File: config.mk
export PLATFORM = sky130hd
export DESIGN_NAME = rtsk_div
export DESIGN_NICKNAME = d
export VERILOG_FILES = /design/src/hw/rtl/rtsk_pkg.sv /design/src/hw/rtl/rtsk_div.sv
export SDC_FILE = /design/constraint.sdc
export NUM_CORES = 1
export LEC_CHECK = 0
export BUFFER_PORTS_ARGS = -buffer_cell sky130_fd_sc_hd__buf_2
export CORE_AREA = 5 5 151 117
export DETAILED_ROUTE_END_ITERATION = 8
export DIE_AREA = 0 0 156 122
export PLACE_DENSITY = 0.86
export SETUP_SLACK_MARGIN = 0.05
export SLEW_MARGIN = 20
export SYNTH_ARGS = -nofsm -noshare
export SYNTH_HDL_FRONTEND = slang
export SYNTH_SLANG_ARGS = --single-unit
File: constraint.sdc
create_clock -name clk_i -period 5.4 [get_ports clk_i]
set_input_delay 1.08 -clock clk_i [delete_from_list [all_inputs] [get_ports clk_i]]
set_output_delay 1.08 -clock clk_i [all_outputs]
set_load 0.005 [all_outputs]
File: src/hw/rtl/rtsk_pkg.sv
package rtsk_pkg;

  localparam int unsigned TAGS_DEF = 64;
  localparam int unsigned Q_DEPTH  = 2;

  typedef enum logic [1:0] {
    ACT_OBSERVE = 2'd0,
    ACT_SET_POS = 2'd1,
    ACT_REPORT  = 2'd2,
    ACT_LOCATE  = 2'd3
  } action_e;

  localparam logic KIND_REPORT = 1'b0;
  localparam logic KIND_LOCATE = 1'b1;

  localparam logic [1:0] REG_NEIGHBOUR_COUNT = 2'd0;
  localparam logic [1:0] REG_TARGET_TAG      = 2'd1;

  localparam int unsigned DIV_NUM_W = 41;
  localparam int unsigned DIV_DEN_W = 32;
  localparam int unsigned DIV_QUO_W = 27;
  localparam int unsigned DIV_TOP_W = 5;

  typedef struct packed {
    action_e            action;
    logic [5:0]         tag_index;
    logic signed [7:0]  rssi;
    logic [26:0]        time_ms;
    logic [7:0]         pos_x;
    logic [7:0]         pos_y;
  } cmd_t;

  typedef struct packed {
    logic               kind;
    logic signed [15:0] avg_rssi;
    logic signed [7:0]  min_rssi;
    logic signed [7:0]  max_rssi;
    logic [26:0]        avg_interval_ms;
    logic [15:0]        sighting_count;
    logic [7:0]         est_x;
    logic [7:0]         est_y;
    logic [5:0]         neighbours_used;
  } res_t;

  typedef struct packed {
    logic [5:0] neighbour_count;
    logic [5:0] target_tag;
  } cfg_t;

  typedef struct packed {
    logic                 start;
    logic [DIV_NUM_W-1:0] num;
    logic [DIV_DEN_W-1:0] den;
    logic [DIV_TOP_W-1:0] top;
  } div_req_t;

  typedef struct packed {
    logic                 done;
    logic [DIV_QUO_W-1:0] quo;
    logic                 rem_nz;
  } div_rsp_t;

endpackage

File: src/hw/rtl/rtsk_div.sv
module rtsk_div (
  input  logic               clk_i,
  input  logic               rst_ni,
  input  rtsk_pkg::div_req_t req_i,
  output rtsk_pkg::div_rsp_t rsp_o
);
  import rtsk_pkg::*;

  localparam int unsigned DS_W = DIV_DEN_W + DIV_QUO_W - 1;

  logic                 busy_q, done_q;
  logic [DIV_TOP_W-1:0] step_q;
  logic [DIV_NUM_W-1:0] rem_q;
  logic [DS_W-1:0]      ds_q;
  logic [DIV_QUO_W-1:0] quo_q;
  logic                 ge;

  // restoring step: one quotient bit per cycle, from bit top down to bit 0
  assign ge = {{(DS_W-DIV_NUM_W){1'b0}}, rem_q} >= ds_q;

  always_ff @(posedge clk_i or negedge rst_ni) begin
    if (!rst_ni) begin
      busy_q <= 1'b0;
      done_q <= 1'b0;
      step_q <= '0;
      rem_q  <= '0;
      ds_q   <= '0;
      quo_q  <= '0;
    end else begin
      done_q <= 1'b0;
      if (req_i.start) begin
        rem_q  <= req_i.num;
        ds_q   <= DS_W'(req_i.den) << req_i.top;
        step_q <= req_i.top;
        quo_q  <= '0;
        busy_q <= 1'b1;
      end else if (busy_q) begin
        if (ge) begin
          rem_q <= rem_q - ds_q[DIV_NUM_W-1:0];
        end
        quo_q <= {quo_q[DIV_QUO_W-2:0], ge};
        ds_q  <= ds_q >> 1;
        if (step_q == '0) begin
          busy_q <= 1'b0;
          done_q <= 1'b1;
        end else begin
          step_q <= step_q - 1'b1;
        end
      end
    end
  end

  assign rsp_o.done   = done_q;
  assign rsp_o.quo    = quo_q;
  assign rsp_o.rem_nz = |rem_q;

endmodule

Word level (Yosys, flattened, before mapping) --
Cells that the tools add are included.
Cells by class: add/sub/neg operators 2, $lt $le $gt $ge 1, eq/ne operators 1, shifts and indexed selects 1, mux-type cells 16, reduce and logical (&&, ||, !) cells 6
Operators by type and width (number):
- 41-bit two-way mux | 3
- 58-bit two-way mux | 2
- 41-bit by 58-bit >= comparator with 1-bit output | 1
- 32-bit by 5-bit left shift with 58-bit output | 1
- 27-bit two-way mux | 2
- 41-bit OR reduction | 1
- 41-bit subtractor | 1
- 5-bit two-way mux | 3
- 1-bit two-way mux | 6
- 5-bit logical NOT | 1
- 5-bit by 1-bit subtractor with 5-bit output (second input constant) | 1
- 2-bit AND reduction | 2
- 2-bit nonzero test | 2
- 2-bit inequality test (second input constant) | 1
Storage, ports and cells: register bits after elaboration 133, input port bits 81, output and inout bits 29, logic and storage cells 33

Longest topological paths before layout --
depth in word-level cells 4, mapped depth 16, mapped depth without buffers 14

Worst setup path after synthesis --
OpenSTA, ideal clock, no wires.
kind input to register, start input port req_i[0] (netlist name), end register ds_q[38], library setup time 0.133 ns, arrival 2.813 ns, data required time 5.267 ns, slack 2.454 ns, stages 8, buffers on the path 1, cell sequence buf_1 -> mux2_2 -> mux2_2 -> mux2_2 -> a2bb2oi_1 -> nor2_1 -> o21ai_0 -> o21ai_0
On the way: word-level cells in the longest chain between the ends 2
Ends and longest elaborated chain:
- from (decl) | line rtsk_div.sv:4 | input rtsk_pkg::div_req_t req_i,
- 32-bit by 5-bit left shift with 58-bit output | line rtsk_div.sv:33 | ds_q <= DS_W'(req_i.den) << req_i.top;
- 58-bit two-way mux | line rtsk_div.sv:31 | if (req_i.start) begin
- to (signal assigned) | line rtsk_div.sv:33
- to (signal assigned) | line rtsk_div.sv:42 | ds_q <= ds_q >> 1;
- to (decl) | line rtsk_div.sv:14 | logic [DS_W-1:0] ds_q;
No other way between the ends. A chain may end at the register's enable or synchronous reset.

Worst setup path after layout --
start register ds_q[26], end register rem_q[22]
On the way: word-level cells in the longest chain between the ends 3
Ends and longest elaborated chain:
- 41-bit by 58-bit >= comparator with 1-bit output | line rtsk_div.sv:19 | assign ge = {{(DS_W-DIV_NUM_W){1'b0}}, rem_q} >= ds_q;
- 2-bit nonzero test (no source line)
- 2-bit AND reduction (no source line)
- to (signal assigned) | line rtsk_div.sv:32 | rem_q <= req_i.num;
- to (signal assigned) | line rtsk_div.sv:39 | rem_q <= rem_q - ds_q[DIV_NUM_W-1:0];
- to (decl) | line rtsk_div.sv:13 | logic [DIV_NUM_W-1:0] rem_q;
No other way between the ends.

==> flow_summary.ini <==
[yosys]
synth-compound-area-share_pct = 18.8
netlist_area_um2 = 10200
synth_most_common_cell = mux2i_1
synth_fp_nets = 1320
ys_ff_latch = 133
synthTopCellsByArea = dfrtp_1, mux2i_1, ha_1
synthTopCellsByCount = mux2i_1, dfrtp_1, nand2_1, nor2_1, o21ai_0
yosysWarnings = 0
ys_types = 70
synth_xor_area_share_pct = 3.10
synth_top_area_cell = dfrtp_1
synth.top_cell.area_share_pct = 32.7
seq_area_frac_synth_pct = 32.7
synth_mux_area_share_pct = 19.0
syn_inst = 1195
synth-simple-area-share_pct = 15.2
synth_top_flop_cell = dfrtp_1
synth_fa_ha_area_share_pct = 5.48
synth_top_family_by_area = multiplexers
synth_edf_count = 0
syn_area_per_cell_um2 = 8.52
synth-async-reset-ratio_pct = 100

[clock_tree]
cts-root-buf = clkbuf_16
cts.path.max_buffers = 2
insertion_delay_ps = 440
hold_buffers = 0
cts_setup_buffers = 0
cts_tree = done
ctsResizeCount = 0
clk_pin_slew_ps = 70
numCtsBuffers = 17
cts.sinks = 133
htree_num_levels = 4

[die]
die_h_um = 122
dieArea_um2 = 19000
ioPinCount = 110
core_area_um2 = 16300
fp-row-count = 41
dieWidth_um = 156
initial_core_util_pct = 62.6

[placed_design]
gp_congestion = 0.977
port_buffers = 109
dpl.hpwl_mm = 20.6
placed_area_um2 = 10700

[power_and_ir_drop]
vdd_drop_max_mv = 0.211
p_leak_nw = 5.56
power_density_nw_per_um2 = 323
swShare_pct = 38.3
p_switching_mw = 1.40
p_seq_share_pct = 32.6
intPower_mw = 2.26
combPwrFrac_pct = 35.6
power_frac_clock_pct = 31.8

[detailed_routing]
vias = 9431
totalWireLength_mm = 28.4
wl_per_cell_um = 19.2
viasPerCell = 6.38
ant_nets = 0
drc_errors = 3
drtIter0Drc = 1091
dr.pass1.iters = 9

[setup_path]
start_kind = flop
cp_max_fo = 34
worstSetupPathType = reg -> reg
r2r-start = ds_q[26]$_DFFE_PN0P_
reg2reg_slack_ps = 1470
r2r_cells = 13
crit_end = rem_q[22]$_DFFE_PN0P_
crit_start = ds_q[26]$_DFFE_PN0P_
r2r-end = rem_q[22]$_DFFE_PN0P_
end_kind = flop
required_ps = 5690
crit_arrival_ps = 4220

[timing]
finalCriticalPeriod_ps = 3930
hold_viol_final = 0
drv_slew = 0
finalSetupViolCount = 0
worst_slew_pin_slew_ps = 1070
slew_headroom_pct = 29.0
rsz0062_at_grt = no
setup_tns_ps = 0
timing.fmax_ghz = 0.254
period_share_pct = 72.8
fin_skew_ps = 8.54

[cells_and_area]
nets = 1376
fin_util_pct = 69.6
nFillCells = 1248
multi_input_area_um2 = 6280
regArea_um2 = 3330
antenna_cells = 0
drive_gt1_share_pct = 15.3
syn_to_final_growth_pct = 11.1
fin_area_um2 = 11300

[global_route]
grt_pass1_wl_mm = 45.5
antenna_found_initial = 0
grt_usage_pct = 29.9
grt_overflow = 0
grt_max_degree = 117
grt_pass1_vias = 8751

[outcome]
status = finished, violations left
violations = DRC

[hold_path]
hold_path_class = reg -> reg

[job]
cap_violations = 0
==> layout make-up <==
cell class,count,area share [%]
flip-flops and latches,133,29.5
clock inverters,14,1.26
inverters,70,2.32
well taps,215,2.38
clock buffers,18,3.79
repair buffers,115,5.30
multi-input cells,914,55.5
==> registers in the layout, summed over array words and instances, names as in the netlist <==
signal,flops
ds_q,58
rem_q,41
quo_q,27
step_q,5
busy_q,1
done_q,1
==> cells in the final DEF (no fill, tap or decap), types with 6 or more instances in the layout <==
| master | count |
|---|---|
| a211oi_1 | 6 |
| a21o_1 | 16 |
| a21oi_1 | 103 |
| a31oi_1 | 10 |
| and3_1 | 6 |
| buf_2 | 107 |
| buf_4 | 7 |
| clkbuf_16 | 17 |
| dfrtp_1 | 132 |
| ha_1 | 43 |
| inv_1 | 66 |
| mux2_2 | 12 |
| mux2i_1 | 138 |
| mux4_2 | 18 |
| nand2_1 | 127 |
| nand3_1 | 17 |
| nand4_1 | 12 |
| nor2_1 | 123 |
| nor2b_1 | 8 |
| nor3b_1 | 9 |
| nor4_1 | 14 |
| o21ai_0 | 105 |
| o22ai_1 | 31 |
| xnor2_1 | 24 |
| xor2_1 | 12 |
==> per-stage QoR <==
stage                     worst slack [ps]  instances  total power, mW  hold WS [ps]
after floorplan                       2450       1195             2.13           492
after global placement                1380       1447             2.43           504
after detailed placement              1400       1447             2.46           534
after CTS                             1550       1479             3.62           550
after global routing                  1150       1479             3.83           581
final                                 1470       1479             3.66           548
==> cell families after synthesis <==
kind of cell,count (synthesis)
buf+inv,148
xor+xnor,36
fa+ha+maj,44
flops,133
simple gates,345
mux,169
compound gates,320
==> critical path, cell delays in order, from the launching register on <==
cell	delay (ps)
dfrtp_1	380
inv_1	50
ha_1	360
and3_1	190
nand4_1	190
nor4_1	330
nand4_1	140
o311ai_1	310
o21ai_1	140
o21ai_4	830
buf_4	480
o21ai_0	150
a21oi_1	170
a21oi_1	60
==> worst min-delay path by stage <==
stage / to / cells past startpoint / slack, ps / from
2_1_floorplan: ds_q[17]$_DFFE_PN0P_ / 2 / 490 / ds_q[17]$_DFFE_PN0P_
3_3_place_gp: quo_q[26]$_DFFE_PN0P_ / 2 / 500 / quo_q[26]$_DFFE_PN0P_
3_5_place_dp: ds_q[17]$_DFFE_PN0P_ / 2 / 530 / ds_q[17]$_DFFE_PN0P_
4_1_cts: quo_q[9]$_DFFE_PN0P_ / 2 / 550 / quo_q[8]$_DFFE_PN0P_
5_1_grt: quo_q[4]$_DFFE_PN0P_ / 2 / 580 / quo_q[4]$_DFFE_PN0P_
6_report: quo_q[9]$_DFFE_PN0P_ / 2 / 550 / quo_q[8]$_DFFE_PN0P_
==> power by group through the flow <==
stage | sequential [mW] | combinational (mW) | clock (mW)
CTS | 1.19 | 1.27 | 1.16
detailed placement | 1.20 | 1.26 | 0
floorplan | 1.17 | 0.966 | 0
global route | 1.20 | 1.42 | 1.21
global placement | 1.20 | 1.23 | 0
finish | 1.19 | 1.30 | 1.16
==> layer usage <==
metal,GRT usage [%],vias to the layer above,share of wire [%]
met5,0,-,0
met4,6.62,0,1.7
met3,7.03,64,11
met2,43.7,502,43
met1,45.2,4479,45
li1,-,4386,-
No activity file was read; power rests on OpenSTA's default activity.
