**src/hw/rtl/rtsk_pkg.sv**
```systemverilog
package rtsk_pkg;

  localparam int unsigned TAGS_DEF = 64;
  localparam int unsigned Q_DEPTH  = 2;

  typedef enum logic [1:0] {
    ACT_OBSERVE = 2'd0,
    ACT_SET_POS = 2'd1,
    ACT_REPORT  = 2'd2,
    ACT_LOCATE  = 2'd3
  } action_e;

  localparam logic KIND_REPORT = 1'b0;
  localparam logic KIND_LOCATE = 1'b1;

  localparam logic [1:0] REG_NEIGHBOUR_COUNT = 2'd0;
  localparam logic [1:0] REG_TARGET_TAG      = 2'd1;

  localparam int unsigned DIV_NUM_W = 41;
  localparam int unsigned DIV_DEN_W = 32;
  localparam int unsigned DIV_QUO_W = 27;
  localparam int unsigned DIV_TOP_W = 5;

  typedef struct packed {
    action_e            action;
    logic [5:0]         tag_index;
    logic signed [7:0]  rssi;
    logic [26:0]        time_ms;
    logic [7:0]         pos_x;
    logic [7:0]         pos_y;
  } cmd_t;

  typedef struct packed {
    logic               kind;
    logic signed [15:0] avg_rssi;
    logic signed [7:0]  min_rssi;
    logic signed [7:0]  max_rssi;
    logic [26:0]        avg_interval_ms;
    logic [15:0]        sighting_count;
    logic [7:0]         est_x;
    logic [7:0]         est_y;
    logic [5:0]         neighbours_used;
  } res_t;

  typedef struct packed {
    logic [5:0] neighbour_count;
    logic [5:0] target_tag;
  } cfg_t;

  typedef struct packed {
    logic                 start;
    logic [DIV_NUM_W-1:0] num;
    logic [DIV_DEN_W-1:0] den;
    logic [DIV_TOP_W-1:0] top;
  } div_req_t;

  typedef struct packed {
    logic                 done;
    logic [DIV_QUO_W-1:0] quo;
    logic                 rem_nz;
  } div_rsp_t;

endpackage

```
**src/hw/rtl/rtsk_fifo.sv**
```systemverilog
module rtsk_fifo #(
  parameter int unsigned WIDTH = 8,
  parameter int unsigned DEPTH = rtsk_pkg::Q_DEPTH
) (
  input  logic             clk_i,
  input  logic             rst_ni,
  input  logic             push_i,
  input  logic [WIDTH-1:0] data_i,
  output logic             full_o,
  input  logic             pop_i,
  output logic [WIDTH-1:0] data_o,
  output logic             empty_o
);
  import rtsk_pkg::*;

  localparam int unsigned PW = (DEPTH > 1) ? $clog2(DEPTH) : 1;

  logic [WIDTH-1:0] mem [DEPTH];
  logic [PW-1:0]    wr_q, rd_q;
  logic [PW:0]      cnt_q;
  logic             do_push, do_pop;

  assign full_o  = (cnt_q == (PW+1)'(DEPTH));
  assign empty_o = (cnt_q == '0);
  assign do_push = push_i && !full_o;
  assign do_pop  = pop_i && !empty_o;
  assign data_o  = mem[rd_q];

  always_ff @(posedge clk_i) begin
    if (do_push) begin
      mem[wr_q] <= data_i;
    end
  end

  always_ff @(posedge clk_i or negedge rst_ni) begin
    if (!rst_ni) begin
      wr_q  <= '0;
      rd_q  <= '0;
      cnt_q <= '0;
    end else begin
      if (do_push) begin
        wr_q <= (wr_q == PW'(DEPTH-1)) ? '0 : wr_q + 1'b1;
      end
      if (do_pop) begin
        rd_q <= (rd_q == PW'(DEPTH-1)) ? '0 : rd_q + 1'b1;
      end
      if (do_push && !do_pop) begin
        cnt_q <= cnt_q + 1'b1;
      end else if (do_pop && !do_push) begin
        cnt_q <= cnt_q - 1'b1;
      end
    end
  end

endmodule

```
**config.mk**
```make
export PLATFORM = sky130hd
export DESIGN_NAME = rtsk_fifo
export DESIGN_NICKNAME = d
export VERILOG_FILES = /design/src/hw/rtl/rtsk_pkg.sv /design/src/hw/rtl/rtsk_fifo.sv
export SDC_FILE = /design/constraint.sdc
export NUM_CORES = 1
export LEC_CHECK = 0
export BUFFER_PORTS_ARGS = -buffer_cell sky130_fd_sc_hd__buf_2
export CORE_ASPECT_RATIO = 0.6
export CORE_MARGIN = 2
export CORE_UTILIZATION = 35
export DETAILED_ROUTE_END_ITERATION = 8
export PLACE_DENSITY = 0.65
export SYNTH_ARGS = -nofsm -noshare
export SYNTH_HDL_FRONTEND = slang
export SYNTH_SLANG_ARGS = --single-unit
```
**constraint.sdc**
```tcl
create_clock -name clk_i -period 3.1 [get_ports clk_i]
set_clock_uncertainty 0.1 [all_clocks]
set_input_delay 0.465 -clock clk_i [delete_from_list [all_inputs] [get_ports clk_i]]
set_output_delay 0.465 -clock clk_i [all_outputs]
set_load 0.005 [all_outputs]
```
Word-level counts from Yosys, hierarchy flattened. Memory sizes are Yosys's and may differ from the RTL's. Index checks and enable logic that the tools add are counted.

$add $sub $neg: 4. Multiply operators: 0. Divide/modulo/power cells: 0. Magnitude comparators: 0. Eq/ne operators: 1. Shift operators: 0. Multiplexer cells: 6. Bitwise gates (word level): 0. Reduce and logical (&&, ||, !) cells: 10.

Operators by type and width (number): logical AND 1 bit (4); zero test 1 bit (4); 2-to-1 mux 1 bit (4); 2-to-1 mux 2 bit (2); adder 1 bit (second input constant) (2); adder 2 x 1 -> 2 bit (second input constant) (1); equality test 2 bit (second input constant) (1); zero test 2 bit (1); nonzero test 2 bit (1); subtractor 2 x 1 -> 2 bit (second input constant) (1).

Register bits: 4. Bits in latches: 0. RAM bits: 16. ROM bits: 0. Input bits: 12. Memories: 1.

Memory list: mem (words 2, width 8, read ports 1, clocked after Yosys merged registers in 0, write ports 1, RTL line rtsk_fifo.sv:18) `logic [WIDTH-1:0] mem [DEPTH];`.

Logic depth before layout (Yosys ltp). Gate-level depths: netlist of the first run.

Depth in word-level cells: 7. Gate-level depth with buffers: 7. Mapped depth without buffers: 7.

Worst setup path after synthesis of the first run. OpenSTA, ideal clock, no wires.

Kind: register to register. Start: reg cnt_q[0]. End: mem mem[0][0] (enable). Arrival time: 1.022 ns. Required time: 2.630 ns. Setup slack: 1.608 ns. Stages on the path, launching flop included: 4. Buffers on the path: 0. Period minus slack after synthesis: 1.492 ns. Path through: dfrtp_1 > nand2b_1 > nand2_2 > nor2_1.

Word-level cells in the longest chain between the ends: 5.

RTL lines: start, declared (RTL line rtsk_fifo.sv:20) `logic [PW:0] cnt_q;`; start signal, assigned (RTL line rtsk_fifo.sv:48) `cnt_q <= cnt_q + 1'b1;`; start signal, assigned (RTL line rtsk_fifo.sv:50) `cnt_q <= cnt_q - 1'b1;`; equality test 2 bit (RTL line rtsk_fifo.sv:23) `assign full_o = (cnt_q == (PW+1)'(DEPTH));`; zero test 1 bit (RTL line rtsk_fifo.sv:25) `assign do_push = push_i && !full_o;`; logical AND 1 bit (RTL line rtsk_fifo.sv:25); 2-to-1 mux 1 bit (RTL line rtsk_fifo.sv:30) `if (do_push) begin`; 2-to-1 mux 1 bit (not written as such) (RTL line rtsk_fifo.sv:31) `mem[wr_q] <= data_i;`; end, declared (RTL line rtsk_fifo.sv:18).

Every way passes these cells.

Worst setup path after layout of the first run.
Start: reg rd_q. End: out data_o[2].

Word-level cells in the longest chain between the ends: 1.

RTL lines: start, declared (RTL line rtsk_fifo.sv:19) `logic [PW-1:0] wr_q, rd_q;`; start signal, assigned (RTL line rtsk_fifo.sv:45) `rd_q <= (rd_q == PW'(DEPTH-1)) ? '0 : rd_q + 1'b1;`; memory (2 x 8 bit); end, declared (RTL line rtsk_fifo.sv:11) `output logic [WIDTH-1:0] data_o,`.

Every way passes these cells.

==> results of run 1 <==
kinds of logic after synthesis:
logic type | synth area share [%]
compound gates | 0.639
xor+xnor | 6.56
fa+ha+maj | 1.60
mux | 11.5
buf+inv | 1.60
flops | 74.2
simple gates | 3.84
Yosys cell counts:
cell type / number
edfxtp_1: 16
mux2_1: 6
dfrtp_1: 4
nor2_1: 3
inv_1: 2
mux2_2: 2
xnor2_1: 2
xor2_1: 2
and3_1: 1
buf_2: 1
ha_1: 1
nand2_2: 1
nand2b_1: 1
o21ai_1: 1
xnor2_2: 1
metrics by stage:
stage	std cells	instance area (um^2)
3_5_place_dp	94	920
6_report	99	1000
5_1_grt	99	1000
4_1_cts	99	1000
3_3_place_gp	94	920
2_1_floorplan	44	782
final cells by class:
class	instances	share of cell area (%)
Inverter	2	0.750
Clock buffer	3	4.13
Sequential cell	20	58.0
Timing Repair Buffer	22	11.5
Tap cell	30	3.75
Clock inverter	1	3.00
Multi-Input combinational cell	21	18.9
flip-flops by register name, summed over array words and instances, names as in the netlist:
register and count:
mem 16, cnt_q 2, rd_q 1, wr_q 1
power breakdown:
| group | total, mW | internal [mW] | switching, mW |
|---|---|---|---|
| clock network | 0.253 | 0.172 | 0.0810 |
| logic | 0.246 | 0.137 | 0.109 |
| registers | 0.436 | 0.376 | 0.0594 |
| total | 0.935 | 0.686 | 0.250 |
worst paths after layout:
| path | start | endpoint | slack, ps | cells past startpoint |
|---|---|---|---|---|
| worst max register to register | cnt_q[0]$_DFFE_PN0P_ | mem[0][1]$_DFFE_PP_ | 1360 | 3 |
| worst max-delay path | rd_q$_DFFE_PN0P_ | data_o[2] | 1190 | 2 |
| worst min-delay path | data_i[0] | mem[0][0]$_DFFE_PP_ | 290 | 1 |
| max in group asynchronous | rst_ni | wr_q$_DFFE_PN0N_ | 2340 | 2 |
| worst min register to register | wr_q$_DFFE_PN0N_ | wr_q$_DFFE_PN0N_ | 420 | 1 |
| min in group asynchronous | rst_ni | cnt_q[1]$_DFFE_PN0P_ | 440 | 2 |
layer usage:
metal | share of wire, % | wire length [um] | up-vias | track usage (%)
li1 | - | - | 209 | -
met1 | 49 | 562 | 193 | 11.8
met2 | 41 | 474 | 14 | 14.9
met3 | 9.5 | 110 | 2 | 6.59
met4 | 0.69 | 8 | 0 | 7.81
met5 | 0 | 0 | - | 0
critical path, delay by kind of cell, from the launching register on:
kind,cells,cell delay (ps)
flip-flops,1,580
multiplexers,1,380
buffers and inverters,1,130
==> run metrics, run 1 <==
pwr dens=between 900 and 1000 nW/um^2; final core utilization=a little under half; Tightest Pin Transition=between 600 and 700 ps; die area=about 2600 um^2; Critical Path Max Stage Delay=roughly 580 ps; Ant. Diodes=0; Worst Path Required=~2500 ps; Die Ht=40.6 um; CTS buffer count=3; core area=approximately 2100 um^2; CP Launch Type=flip-flop; total global-route track usage=between 10% and 20%; DRT iter0 DRCs=5; Clock Tree Buf Depth=2; CP max-delay cell=dfrtp_1; htree depth=1; dpl hpwl=831 um; most frequent cells in the layout=buf_2 (21), edfxtp_1 (16), mux2_1 (6); final WL=about 1200 um; yosys warns=0; worst setup margin=roughly 1200 ps; number of fill cells=roughly 210; WS Path Type=reg2out; Worst slew margin=between 50% and 60%; width of the die=roughly 65 um; Final GP Congestion=around 0.64; clock sink count=20; fin. max-slew vios=0; Hold WC Path Type=in2reg; Setup-failing EPs final=0; CTS tree=built; share of layout cells above drive strength 1=a little over two fifths; Mapped Cells=44; Routed wire per std cell=approximately 12 um; worst vdd ir=between 0.3 and 0.4 mV; minimum clock period=about 1900 ps; TNS Setup=0 ps; outcome=completed; crit end category=output port; Seq cells post-synth=20; Yosys top cell area share=between 60 and 70%; largest net degree at the start of global routing=13; vias in the first global route=approximately 370; Worst-path clk slew=about 70 ps; IO Pins=22; site row count=13; most common cell after layout, fill and taps aside=buf_2; first-pass GRT wire length=1740 um; Max Fclk=~520 MHz; syn avg cell area=approximately 18 um^2; Leak Pwr=a little over 0.4 nW; Fin. Hold Viols=0; Gates resized, CTS repair=0; critical path cell sequence=mux2_2, buf_2; dominant cell type by area after synthesis=edfxtp_1; Post-Syn Area=about 780 um^2; starting density of the core=between 30% and 40%; Syn Nets=between 50 and 60; crit path DAT=~1300 ps; dpl ws=between 1000 and 1500 ps; Post-CTS Setup Repair Bufs=0; hold slack final=293 ps; post-route antenna net violation count=0; P&R area growth vs syn=28.0%; RSZ-0062 raised after global routing=no; DRC=0; initial antenna violation count=0; Reg area=roughly 580 um^2; GRT Residual Overflow=0; Pre-antenna DRT Iters=2; Seq/Total Area, Yosys=around three quarters; synth top area cells=edfxtp_1 (61%), dfrtp_1 (13%), mux2_1 (8.6%), mux2_2 (2.9%), xnor2_1 (2.2%); Buffers on Ports=21; # hold bufs at CTS=1; Root Buffer=clkbuf_8; Worst-Skew Late Latency=250 ps; Tot Pwr=between 0.9 and 1 mW; final worst path period share=between 60% and 70%; vias per cell=~4.2; via count=approximately 420; multi-input logic area=about 190 um^2; max_cap viols=0; fin nets=83; Unique masters post-synth=15; worst-path fanout max=9
Note: power is estimated with default switching activity, not from simulation.
==> run 2: changes to the inputs <==
--- a/config.mk
+++ b/config.mk
@@ -10,7 +10,7 @@
 export CORE_MARGIN = 2
 export CORE_UTILIZATION = 35
 export DETAILED_ROUTE_END_ITERATION = 8
-export PLACE_DENSITY = 0.65
+export PLACE_DENSITY = 0.68
 export SYNTH_ARGS = -nofsm -noshare
 export SYNTH_HDL_FRONTEND = slang
 export SYNTH_SLANG_ARGS = --single-unit
==> constraint.sdc (replaced) <==
create_clock -name clk_i -period 1.7 [get_ports clk_i]
set_clock_uncertainty 0.1 [all_clocks]
set_input_delay 0.255 -clock clk_i [delete_from_list [all_inputs] [get_ports clk_i]]
set_output_delay 0.255 -clock clk_i [all_outputs]
set_load 0.005 [all_outputs]
==> run 2 against run 1 <==
Effect of this change: die area stayed put; non-clock buffer count is 2 higher; utilization is 0.47 points lower; hold slack worse by 200 ps; critical path depth stayed put; sequential share of layout area is 0.71 points higher; critical path type unchanged.
==> run metrics, run 2 (same netlist as run 1, synthesis figures left out) <==
outcome=completed (unchanged); die area=2640 um^2 (unchanged); CTS tree=built (unchanged); site row count=13 (unchanged); pwr dens=1580 nW/um^2 (was 934 nW/um^2); dpl ws=123 ps (was 1330 ps); RSZ-0062 raised after global routing=no (unchanged); width of the die=65.0 um (unchanged); top flop regs=mem: 16 flops, cnt_q: 2 flops (unchanged); GRT Residual Overflow=0 (unchanged); Leak Pwr=0.411 nW (was 0.414 nW); DRC=0 (unchanged); final worst path period share=94.2%; vias per cell=4.18 (was 4.22); worst setup path startpoint=rd_q$_DFFE_PN0P_ (unchanged); Worst-Skew Late Latency=250 ps (about the same); worst vdd ir=0.484 mV (was 0.355 mV); crit path DAT=1250 ps (was 1340 ps); Worst Path Required=1340 ps (was 2530 ps); TNS Setup=0 ps (unchanged); final WL=1100 um (was 1160 um); R2R Path Start=cnt_q[0]$_DFFE_PN0P_ (unchanged); total global-route track usage=9.65% (was 10.5%); Worst-path clk slew=60 ps (was 70 ps); Ant. Diodes=0 (unchanged); Worst slew margin=74.3% (was 53.6%); most frequent cells in the layout=buf_2 (21), edfxtp_1 (16), mux2_1 (6) (unchanged); CTS buffer count=3 (unchanged); crit end category=output port (unchanged); DRT iter0 DRCs=12 (was 5); critical path cell sequence=mux2_2, buf_2 (unchanged); first-pass GRT wire length=1700 um (was 1740 um); worst setup margin=98.9 ps (was 1190 ps); Buffers on Ports=21 (unchanged); largest net degree at the start of global routing=12 (was 13); via count=422 (was 418); Fin. Hold Viols=0 (unchanged); fin. max-slew vios=0 (unchanged); Hold WC Path Type=in2reg (unchanged); final std cells w/o fill=101 (was 99); Hold Crit Start=data_i[0] (unchanged); core area=2150 um^2 (unchanged); CP Launch Type=flip-flop (unchanged); Reg area=582 um^2 (was 581 um^2); max reg flops=16 (unchanged); clock sink count=20 (unchanged); Root Buffer=clkbuf_8 (unchanged); multi-input logic area=189 um^2 (unchanged); fin nets=85 (was 83); Die Ht=40.6 um (unchanged); initial antenna violation count=0 (unchanged); share of layout cells above drive strength 1=43.7% (was 42.0%); Critical Path Max Stage Delay=500 ps (was 580 ps); hold slack final=90.4 ps (was 293 ps); Post-CTS Setup Repair Bufs=0 (unchanged); Final GP Congestion=0.637 (was 0.641); Max Fclk=roughly 620 MHz; IO Pins=22 (unchanged); max_cap viols=0 (unchanged); CP max-delay cell=dfrtp_2 (was dfrtp_1); vias in the first global route=375 (was 366); dpl hpwl=801 um (was 831 um); htree depth=1 (unchanged); Setup-failing EPs final=0 (unchanged); Tightest Pin Transition=386 ps (was 693 ps); post-route antenna net violation count=0 (unchanged); worst-path fanout max=9 (unchanged); number of fill cells=210 (was 207); WS Path Type=reg2out (unchanged); Largest Register=mem (unchanged); starting density of the core=36.4% (unchanged); minimum clock period=~1600 ps; placed cell count=96 (was 94); Pre-antenna DRT Iters=4 (was 2); P&R area growth vs syn=26.7% (was 28.0%); Clock Tree Buf Depth=2 (unchanged); Routed wire per std cell=10.9 um (was 11.7 um); most common cell after layout, fill and taps aside=buf_2 (unchanged)
run 2: cell count changes in the layout (fill, tap and decap cells not counted), sizes merged:
cell,previous run,this run
clkinv,0,1
bufinv,1,0
buf,21,23
run 2: critical path: cells and delay by family (launching register included):
| family | cells | cell delay, ps |
|---|---|---|
| multiplexers | 1 | 370 |
| flip-flops | 1 | 500 |
| buffers and inverters | 1 | 130 |
run 2: power by group:
group          switching [mW]  internal (mW)  total, mW
clock network           0.137          0.160      0.297
registers               0.107          0.688      0.795
logic                   0.207          0.270      0.477
total                   0.451           1.12       1.57
run 2: layout make-up:
cell class / instances / share of cell area [%]
Clock buffer: 3 / 4.17
Clock inverter: 1 / 0.379
Inverter: 2 / 0.758
Multi-Input combinational cell: 21 / 19.1
Sequential cell: 20 / 58.7
Tap cell: 30 / 3.79
Timing Repair Buffer: 24 / 13.1
run 2: path summary, 6_finish.rpt:
check                           slack (ps)                    to  depth (start not counted)
worst min-delay path                    90   mem[0][0]$_DFFE_PP_                          1
worst max-delay path                   100             data_o[2]                          2
worst min register to register         430      wr_q$_DFFE_PN0N_                          1
max in group asynchronous             1110      rd_q$_DFFE_PN0P_                          2
min in group asynchronous              240  cnt_q[0]$_DFFE_PN0P_                          2
worst max register to register         140  cnt_q[1]$_DFFE_PN0P_                          6
run 2: stage by stage:
stage / total power [mW] / util [%] / instance area [um^2]
floorplan: 1.09 / - / 782
global placement: 1.27 / 43.5 / 935
detailed placement: 1.29 / 43.5 / 935
CTS: 1.59 / 46.2 / 991
global route: 1.68 / 46.2 / 991
finish: 1.57 / 46.2 / 991
run 2: repair_timing:
action / 4_1_cts / 5_1_grt
endpoints found under the setup margin: 6 / 0
resized for setup: 1 / 0
hold buffers: 1 / 0
endpoints found under the hold margin: 4 / 0
run 2: layer usage:
metal  vias up  GRT usage [%]  routed length, um
li1        211              -                  -
met4         0           6.25                 19
met5         -              0                  0
met2        16           15.2                482
met3         2           4.40                 79
met1       193           11.2                522
